File: config.mk
export PLATFORM = sky130hd
export DESIGN_NAME = event_handler_slot_table
export DESIGN_NICKNAME = d
export VERILOG_FILES = /design/src/rtl/evh_pkg.sv /design/src/rtl/evh_ctrl.sv /design/src/rtl/evh_datapath.sv /design/src/rtl/event_handler_slot_table.sv
export SDC_FILE = /design/constraint.sdc
export NUM_CORES = 1
export LEC_CHECK = 0
export ABC_AREA = 1
export BUFFER_PORTS_ARGS = -buffer_cell sky130_fd_sc_hd__buf_4
export CAP_MARGIN = 0
export CORE_UTILIZATION = 40
export DETAILED_ROUTE_END_ITERATION = 16
export MAX_ROUTING_LAYER = met4
export REMOVE_ABC_BUFFERS = 1
export SYNTH_ARGS = -nofsm -noshare
export SYNTH_HDL_FRONTEND = slang
export SYNTH_HIERARCHICAL = 1
export SYNTH_SLANG_ARGS = --single-unit
File: constraint.sdc
create_clock -name clk -period 6.9 [get_ports clk]
set_input_delay 0.345 -clock clk [delete_from_list [all_inputs] [get_ports clk]]
set_output_delay 0.345 -clock clk [all_outputs]
set_load 0.02 [all_outputs]
File: src/rtl/evh_pkg.sv
// Shared constants, types and helpers of the event handler slot table.
package evh_pkg;

  localparam int SLOT_COUNT = 16;
  localparam int IDX_W      = (SLOT_COUNT > 1) ? $clog2(SLOT_COUNT) : 1;

  localparam int OP_W       = 3;
  localparam int ID_W       = 16;
  localparam int TOK_W      = 32;
  localparam int ST_W       = 2;
  localparam int SIDX_W     = 4;
  localparam int IN_DATA_W  = 56;
  localparam int OUT_DATA_W = 40;

  localparam logic [OP_W-1:0] OP_ADD           = 3'd0;
  localparam logic [OP_W-1:0] OP_ADD_UNTOUCHED = 3'd1;
  localparam logic [OP_W-1:0] OP_DISPATCH      = 3'd2;
  localparam logic [OP_W-1:0] OP_CLEAR         = 3'd3;
  localparam logic [OP_W-1:0] OP_RESET         = 3'd4;

  localparam logic [ST_W-1:0] ST_SUCCESS    = 2'd0;
  localparam logic [ST_W-1:0] ST_FULL       = 2'd1;
  localparam logic [ST_W-1:0] ST_UNKNOWN    = 2'd2;
  localparam logic [ST_W-1:0] ST_DISPATCHED = 2'd3;

  typedef struct packed {
    logic capture;
    logic execute;
  } evh_cmd_t;

  function automatic logic [SIDX_W-1:0] slot_low4(input logic [IDX_W-1:0] idx);
    logic [IDX_W+SIDX_W-1:0] ext;
    ext = {{SIDX_W{1'b0}}, idx};
    return ext[SIDX_W-1:0];
  endfunction

endpackage

File: src/rtl/evh_ctrl.sv
// Controller state machine: input handshake, execute step, result handshake.
module evh_ctrl (
  input  logic              clk,
  input  logic              rst_n,
  input  logic              in_tvalid,
  output logic              in_tready,
  output logic              out_tvalid,
  input  logic              out_tready,
  output evh_pkg::evh_cmd_t cmd
);
  import evh_pkg::*;

  localparam logic [1:0] S_IDLE = 2'd0;
  localparam logic [1:0] S_EXEC = 2'd1;
  localparam logic [1:0] S_OUT  = 2'd2;

  logic [1:0] state_r;
  logic [1:0] state_nxt;
  logic       in_fire;

  assign in_tready   = (state_r == S_IDLE) || ((state_r == S_OUT) && out_tready);
  assign in_fire     = in_tvalid && in_tready;
  assign out_tvalid  = (state_r == S_OUT);
  assign cmd.capture = in_fire;
  assign cmd.execute = (state_r == S_EXEC);

  always_comb begin
    state_nxt = state_r;
    unique case (state_r)
      S_IDLE: begin
        if (in_fire) state_nxt = S_EXEC;
      end
      S_EXEC: begin
        state_nxt = S_OUT;
      end
      S_OUT: begin
        if (out_tready) state_nxt = in_fire ? S_EXEC : S_IDLE;
      end
      default: begin
        state_nxt = S_IDLE;
      end
    endcase
  end

  always_ff @(posedge clk) begin
    if (!rst_n) begin
      state_r <= S_IDLE;
    end else begin
      state_r <= state_nxt;
    end
  end

endmodule

File: src/rtl/evh_datapath.sv
// Datapath: input register, slot table, match and free-slot search, result register.
module evh_datapath (
  input  logic                              clk,
  input  logic                              rst_n,
  input  evh_pkg::evh_cmd_t                 cmd,
  input  logic [evh_pkg::IN_DATA_W-1:0]     in_tdata,
  input  logic [evh_pkg::OP_W-1:0]          in_tuser,
  output logic [evh_pkg::OUT_DATA_W-1:0]    out_tdata,
  output logic [evh_pkg::ST_W-1:0]          out_tuser
);
  import evh_pkg::*;

  logic [OP_W-1:0]   op_r;
  logic [ID_W-1:0]   id_r;
  logic [TOK_W-1:0]  tok_r;
  logic              keep_r;

  logic [SLOT_COUNT-1:0] used_r;
  logic [SLOT_COUNT-1:0] used_nxt;
  logic [SLOT_COUNT-1:0] pers_r;
  logic [SLOT_COUNT-1:0] pers_nxt;
  logic [SLOT_COUNT-1:0] touched_r;
  logic [ID_W-1:0]       slot_id_r  [SLOT_COUNT];
  logic [TOK_W-1:0]      slot_tok_r [SLOT_COUNT];

  logic [SLOT_COUNT-1:0] hit;
  logic                  free_found;
  logic [IDX_W-1:0]      free_idx;
  logic                  match_found;
  logic [IDX_W-1:0]      match_idx;
  logic                  do_write;
  logic [TOK_W-1:0]      wr_tok;
  logic                  wr_keep;

  logic [ST_W-1:0]   status_r;
  logic [ST_W-1:0]   status_nxt;
  logic [TOK_W-1:0]  mtok_r;
  logic [TOK_W-1:0]  mtok_nxt;
  logic [SIDX_W-1:0] sidx_r;
  logic [SIDX_W-1:0] sidx_nxt;

  always_ff @(posedge clk) begin
    if (cmd.capture) begin
      id_r   <= in_tdata[ID_W-1:0];
      tok_r  <= in_tdata[ID_W+TOK_W-1:ID_W];
      keep_r <= in_tdata[ID_W+TOK_W];
      op_r   <= in_tuser;
    end
  end

  always_comb begin
    free_found  = 1'b0;
    free_idx    = '0;
    match_found = 1'b0;
    match_idx   = '0;
    for (int i = SLOT_COUNT - 1; i >= 0; i--) begin
      hit[i] = used_r[i] && (slot_id_r[i] == id_r);
      if (!used_r[i]) begin
        free_found = 1'b1;
        free_idx   = IDX_W'(i);
      end
      if (hit[i]) begin
        match_found = 1'b1;
        match_idx   = IDX_W'(i);
      end
    end
  end

  assign wr_tok   = (op_r == OP_ADD_UNTOUCHED) ? '0 : tok_r;
  assign wr_keep  = (op_r == OP_ADD_UNTOUCHED) ? 1'b0 : keep_r;
  assign do_write = cmd.execute && free_found &&
                    ((op_r == OP_ADD) || (op_r == OP_ADD_UNTOUCHED));

  always_comb begin
    used_nxt   = used_r;
    pers_nxt   = pers_r;
    status_nxt = ST_SUCCESS;
    mtok_nxt   = '0;
    sidx_nxt   = '0;
    case (op_r) inside
      OP_ADD, OP_ADD_UNTOUCHED: begin
        if (free_found) begin
          used_nxt[free_idx] = 1'b1;
          pers_nxt[free_idx] = wr_keep;
          sidx_nxt           = slot_low4(free_idx);
        end else begin
          status_nxt = ST_FULL;
        end
      end
      OP_DISPATCH: begin
        if (match_found) begin
          used_nxt = used_r & pers_r;
          sidx_nxt = slot_low4(match_idx);
          if (touched_r[match_idx]) begin
            status_nxt = ST_DISPATCHED;
            mtok_nxt   = slot_tok_r[match_idx];
          end
        end else begin
          status_nxt = ST_UNKNOWN;
        end
      end
      OP_CLEAR: begin
        used_nxt = used_r & pers_r;
      end
      OP_RESET: begin
        used_nxt = '0;
        pers_nxt = '0;
      end
      default: begin
      end
    endcase
  end

  always_ff @(posedge clk) begin
    if (!rst_n) begin
      used_r <= '0;
      pers_r <= '0;
    end else if (cmd.execute) begin
      used_r <= used_nxt;
      pers_r <= pers_nxt;
    end
  end

  always_ff @(posedge clk) begin
    if (do_write) begin
      touched_r[free_idx]  <= (wr_tok != '0);
      slot_id_r[free_idx]  <= id_r;
      slot_tok_r[free_idx] <= wr_tok;
    end
  end

  always_ff @(posedge clk) begin
    if (cmd.execute) begin
      status_r <= status_nxt;
      mtok_r   <= mtok_nxt;
      sidx_r   <= sidx_nxt;
    end
  end

  assign out_tdata = {{(OUT_DATA_W - TOK_W - SIDX_W){1'b0}}, sidx_r, mtok_r};
  assign out_tuser = status_r;

endmodule

File: src/rtl/event_handler_slot_table.sv
// Event handler slot table: top level joining controller and datapath.
//
// Input channel (in_*): one transaction carries one operation in in_tuser
// (add, add untouched, dispatch, clear, reset) with event id, handler token
// and persistent flag in in_tdata. Result channel (out_*): one transaction
// per operation, status in out_tuser, matched token and slot in out_tdata.
// After the input transaction the controller passes through its execute
// state, then raises out_tvalid in its result state. No input is taken in
// the execute state; an operation runs through the input register, the
// execute step over the slot table and the result register. The next input
// is taken in the same cycle the pending result is taken. A stalled sink
// holds the result and blocks input.
// Reset (rst_n low, synchronous) frees all slots and drops any pending
// result; event ids and tokens are not cleared and are only read for slots
// marked used.
module event_handler_slot_table (
  input  logic                              clk,
  input  logic                              rst_n,
  input  logic                              in_tvalid,
  output logic                              in_tready,
  // [15:0] event_id, [47:16] handler_token, [48] persistent, [55:49] zero
  input  logic [evh_pkg::IN_DATA_W-1:0]     in_tdata,
  // [2:0] operation
  input  logic [evh_pkg::OP_W-1:0]          in_tuser,
  output logic                              out_tvalid,
  input  logic                              out_tready,
  // [31:0] matched_token, [35:32] slot_index, [39:36] zero
  output logic [evh_pkg::OUT_DATA_W-1:0]    out_tdata,
  // [1:0] status
  output logic [evh_pkg::ST_W-1:0]          out_tuser
);
  import evh_pkg::*;

  evh_cmd_t cmd;

  evh_ctrl u_ctrl (
    .clk        (clk),
    .rst_n      (rst_n),
    .in_tvalid  (in_tvalid),
    .in_tready  (in_tready),
    .out_tvalid (out_tvalid),
    .out_tready (out_tready),
    .cmd        (cmd)
  );

  evh_datapath u_dp (
    .clk       (clk),
    .rst_n     (rst_n),
    .cmd       (cmd),
    .in_tdata  (in_tdata),
    .in_tuser  (in_tuser),
    .out_tdata (out_tdata),
    .out_tuser (out_tuser)
  );

endmodule

Word level (Yosys, flattened, before mapping)
Memory sizes are Yosys's and may differ from the RTL's. A register that Yosys moved wholly into a read port is not among the register bits.
Index checks and enable logic that the tools add are counted.
- memories kept: 2
- flip-flop bits (word level): 108
- memory bits (writable): 768
- bits in latches: 0
- memory bits (read-only): 0
- bits of input ports: 63
- word-level logic and storage cells: 178
- output and inout port bits: 44
- memory list (memory ; words ; width ; rd ports ; clocked after Yosys merged registers in ; wr ports ; RTL line ; text):
    u_dp.slot_tok_r ; 16 ; 32 ; 1 ; 1 ; 1 ; evh_datapath.sv:24 ; logic [TOK_W-1:0] slot_tok_r [SLOT_COUNT];
    u_dp.slot_id_r ; 16 ; 16 ; 16 ; 0 ; 1 ; evh_datapath.sv:23 ; logic [ID_W-1:0] slot_id_r [SLOT_COUNT];
- reductions and logical operators: 33
- magnitude comparators: 3
- add/subtract/negate cells: 0
- shift-type cells: 0
- $mul: 0
- div/mod/pow operators: 0
- bitwise operators: 5
- equal/unequal tests: 28
- muxes and demuxes: 97
- operators with widths (cell ; count):
    == test 16 bit ; 16
    two-way mux 16 bit ; 10
    two-way mux 4 bit ; 36
    two-way mux 1 bit ; 39
    bitwise mux 16 bit ; 2
    two-way mux 32 bit ; 1
    nonzero test 32 bit ; 1
    logical AND 1 bit ; 21
    bitwise AND 16 bit ; 1
    bitwise OR 16 bit ; 1
    two-way mux 2 bit ; 6
    less-than comparator 4 x 5 -> 1 bit, second input constant ; 2
    == test 3 x 2 -> 1 bit, second input constant ; 2
    inequality test 2 x 1 -> 1 bit, second input constant ; 3
    case mux 2 bit (3 select lines) ; 1
    AND reduction 5 bit ; 1
    OR reduction 5 bit ; 1
    binary-select mux 1 bit (select 4 bit) ; 1
    demux 1 bit (select 4 bit) ; 1
    greater-or-equal comparator 4 x 1 -> 1 bit, second input constant ; 1
    inequality test 2 bit, second input constant ; 2
    AND reduction 4 bit ; 1
    nonzero test 4 bit ; 1
    == test 3 x 1 -> 1 bit, second input constant ; 1
    other kinds (11) ; 14

Logic depth before layout (Yosys ltp)
An unclocked memory read counts as a cell.
- word-level depth: 25
- gate-level depth with buffers: 34
- depth with buffers taken out: 31

Modules after synthesis
The synthesis kept the hierarchy.
- by module, submodules not included (module ; sequential area each (sq um) ; area an instance (sq um) ; cells an instance ; times used):
    evh_datapath ; 26885.8 ; 42458.2 ; 4299 ; 1
    evh_ctrl ; 40.0 ; 126.4 ; 21 ; 1

Least setup slack after synthesis
OpenSTA, ideal clock, no wires.
- path kind: reg2reg
- start: register, netlist name u_dp/id_r[7]
- end: memory u_dp.slot_id_r[6][0] (enable)
- required time: 6.384 ns
- data arrival time: 5.802 ns
- path buffers: 4
- clock period less this slack: 6.319 ns
- setup time: 0.516 ns
- slack: 0.581 ns
- cell stages (with the launch flop): 20
- path through: edfxtp_1 buf_4 inv_2 buf_4 buf_4 nor2_1 inv_1 o2111ai_1 nor4_1 nand3_1 nand2_1 nor2_1 nand2_1 nor2_1 nand2_1 nand3_1 nor2_1 inv_1 buf_2 nor3_1
- RTL lines (item ; RTL line):
    end: declaration ; evh_datapath.sv:23

Final worst setup path
- start: register u_dp.id_r[1]
- end: register u_dp.mtok_r[26] (data pin)
- word-level cells in the longest chain between the ends: 22
- elaborated cells on any way between the ends: 69
- classes of those cells: 16 x eq/ne; 34 x mux; 2 x bitwise; 17 x reduce/logical
- RTL lines (item ; RTL line ; text):
    start: declaration ; evh_datapath.sv:14 ; logic [ID_W-1:0] id_r;
    start signal: assignment ; evh_datapath.sv:44 ; id_r <= in_tdata[ID_W-1:0];
    == test 16 bit ; evh_datapath.sv:57 ; hit[i] = used_r[i] && (slot_id_r[i] == id_r);
    logical AND 1 bit ; evh_datapath.sv:57 ;
    two-way mux 4 bit (16 in series) ; evh_datapath.sv:62 ; if (hit[i]) begin
    binary-select mux 1 bit (select 4 bit) ; evh_datapath.sv:94 ; if (touched_r[match_idx]) begin
    two-way mux 1 bit (not written as such) ; evh_datapath.sv:94 ;
    inverter 1 bit (no source line) ; - ;
    OR reduction 5 bit (no source line) ; - ;
    end signal: assignment ; evh_datapath.sv:135 ; mtok_r <= mtok_nxt;
    end: declaration ; evh_datapath.sv:37 ; logic [TOK_W-1:0] mtok_r;
Several ways; a longest one is shown, not always the timed one. The select of a mux whose other input is x is not followed.
A chain may end at the register's enable or synchronous reset.

==> flow_summary.ini <==
[run]
cap_violations = 0

[die]
dieArea_um2 = 108000
chipHeight_um = 328
die_x_um = 328
rows = 119
pin_count = 107
core_um2 = 105000
start_util_pct = 40.4

[run_status]
violations = design-rule violations
outcome = complete, but fails checks

[synth]
synth_edf_count = 874
synth-main-ff-cell = edfxtp_1
yosysWarnings = 6
synth_cell_types = 50
syn_area_per_cell_um2 = 9.86
yosysMostFrequentCell = nand2_1
ys_async_sr_fraction_pct = 0
yosysSeqAreaShare_pct = 63.2
ys_top_cells_by_count = nand2_1, edfxtp_1, nand3_1, inv_1, nor2_1
synth.cell_area_um2 = 42600
synth.largest_area_cell = edfxtp_1
synth.top_cell.area_share_pct = 61.6
synth_area_leaders = edfxtp_1, nand2_1, nand3_1
yosys_register_bits = 908
syn-instance-count = 4320

[global_route]
grt_max_degree = 174
antenna_found_initial = 0
grt_pass1_vias = 29800
grtUsageTotal_pct = 24.0
grt_overflow_total = 0
grt_pass1_wl_um = 186000

[timing]
worstMarginPinSlew_ns = 1.28
relSlewSlack_pct = 14.4
clock_skew_ns = 0.0589
min_period_ns = 5.42
fin_crit_sh_pct = 78.6
hold_violations = 0
fmax_mhz = 184
rsz0062_at_grt = false
slew_viol_final = 0
setup_viol = 0

[detailed_routing]
wirelength_um = 126000
viasPerCell = 5.27
ant_nets = 0
drc = 6
wl_per_cell_um = 21.3
drtIter0Drc = 3025
firstDrtPassIters = 12
vias = 31300

[pwr]
p_int_mw = 9.16
vdd_ir_drop_max_mv = 0.175
design_power_total_mw = 11.9
power.density_nw_per_um2 = 245
power_frac_clock_pct = 43.2
swShare_pct = 22.8
seq_power_share_pct = 51.7
comb_power_share_pct = 5.1
p_leak_nw = 19.2
switchingPower_mw = 2.70

[final_layout]
area_delta_synth_final_pct = 13.9
drive_gt1_share_pct = 9.04
stdcell_count = 5938
nets = 4524

[worst_setup_path]
cp.required_ns = 7.36
arrival_ns = 5.88
critPathKind = flop to flop
startpoint_type = flop
reg2reg_from = u_dp/id_r[1]
cp_max_fo = 81
crit_path_end_kind = flop
cp-startpoint = u_dp/id_r[1]

[clocking]
clockBufferDepth = 3
clock_sinks = 908
root_buffer = clkbuf_16
cts_made_buffers = 99
cts_tree = done
insertion_delay_ns = 0.72
cts_htree_levels = 3
clk_pin_slew_ns = 0.06

[min_path]
hold_class = input pin to flop
hold_path_startpoint = in_tvalid

[placement]
port_buffers = 95
dp_cells = 5695
gp_congestion = 0.915
hpwlAfterDp_um = 68500
==> area by class of cell <==
type                            instances  area [um2]
Sequential cell                       908       26900
Multi-Input combinational cell       2751       13000
Inverter                              464        1740
Fill cell                            9865       56900
Clock inverter                         53         485
Tap cell                             1391        1740
Timing Repair Buffer                  237        1940
Clock buffer                          132        2630
Antenna cell                            2        5.00
==> metal layers <==
metal,up-vias,share of wire [%],global-route usage [%]
met4,0,2.9,7.62
met2,1032,48,38.9
met5,-,0,-
met1,15200,43,31.1
li1,14900,-,-
met3,202,6.1,3.05
==> cell families (layout without fill, tap and decap cells) <==
family          count (synthesis)  in the layout  synth area share, %
xor+xnor                       72             72                 1.48
other cells                     1              6              0.00881
flops                         908            908                 63.2
simple gates                 2529           2529                 26.5
compound gates                146            146                 2.07
buf+inv                       664            886                 6.72
==> registers in the layout (all words and copies together) (netlist names) <==
signal           count
u_ctrl/state_r       2
u_dp/id_r           16
u_dp/keep_r          1
u_dp/mtok_r         32
u_dp/op_r            3
u_dp/out_tuser       2
u_dp/pers_r         16
u_dp/sidx_r          4
u_dp/slot_id_r     256
u_dp/slot_tok_r    512
u_dp/tok_r          32
u_dp/touched_r      16
u_dp/used_r         16
==> placed cells by master (no fill, tap or decap), types with 15 or more instances in the layout <==
master / Yosys / layout
buf_4: 51 / 179
or2_2: 47 / 47
nor2_1: 369 / 357
clkbuf_1: 43 / 31
nand3_1: 467 / 465
nand3b_1: 95 / 95
a21oi_1: 42 / 42
nor4_1: 69 / 69
xor2_1: 50 / 50
nand4_1: 126 / 126
xnor2_1: 22 / 22
inv_1: 447 / 444
a211oi_1: 20 / 20
inv_2: 14 / 16
o21ai_1: 15 / 15
nor3_1: 117 / 111
edfxtp_1: 874 / 874
dfxtp_1: 34 / 34
clkinv_1: 3 / 26
o21ai_0: 38 / 38
nand2_1: 1213 / 1211
clkbuf_16: 0 / 100
dlygate4sd3_1: 0 / 56
==> stage by stage <==
stage	instance area [um2]	TNS (ns)	setup slack (ns)	utilization [%]	hold slack [ns]
floorplan	41500	-2024.14	-3.32	-	0.440
global placement	44800	0	1.52	42.5	0.450
detailed placement	44800	0	1.50	42.5	0.458
CTS	48500	0	1.51	46.0	0.188
global route	48500	0	1.05	46.0	0.272
finish	48500	0	1.48	46.0	0.219
==> worst max-delay path, cell delays in order (launching register included) <==
cell and delay, ns:
edfxtp_1 0.40, inv_2 0.57, nor2_1 0.11, nor2_1 0.19, nand3b_1 0.11, nor2_1 0.11
nand4_1 0.27, nand2_1 0.16, nand2_1 0.07, nand2_1 0.06, nand2_1 0.08, nand2_1 0.08
nand2_1 0.05, nand2_1 0.05, nand2_1 0.05, nand2_1 0.06, nand2_1 0.14, nand2_8 0.41
nand2_8 0.48, nand2_1 0.18, nand2_1 0.06, nand2_1 0.05, nand3_1 0.10, nand3_1 0.16
nand3_2 0.54, nor2_1 0.56
==> repair_timing <==
action                                 in CTS  in global routing
resized for setup                           0                  0
endpoints found under the hold margin      54                  0
setup buffers                               0                  0
hold buffers                               56                  0
==> power groups by stage <==
stage                     Sequential [mW]  Clock [mW]  Combinational (mW)
final                                6.13        5.13               0.604
after global routing                 6.13        5.42               0.654
after CTS                            6.13        5.22               0.601
after detailed placement             6.25           0               0.576
after global placement               6.25           0               0.571
after floorplan                      6.28           0               0.269
==> final timing paths <==
path / end / slack, ns / cells after the start
hold reg to reg: u_dp/pers_r[8] / 0.47 / 2
setup / recovery: u_dp/mtok_r[26] / 1.48 / 25
hold / removal: u_dp/op_r[1] / 0.22 / 5
setup reg to reg: u_dp/mtok_r[26] / 1.48 / 25
(Power assumes the default switching activity.)
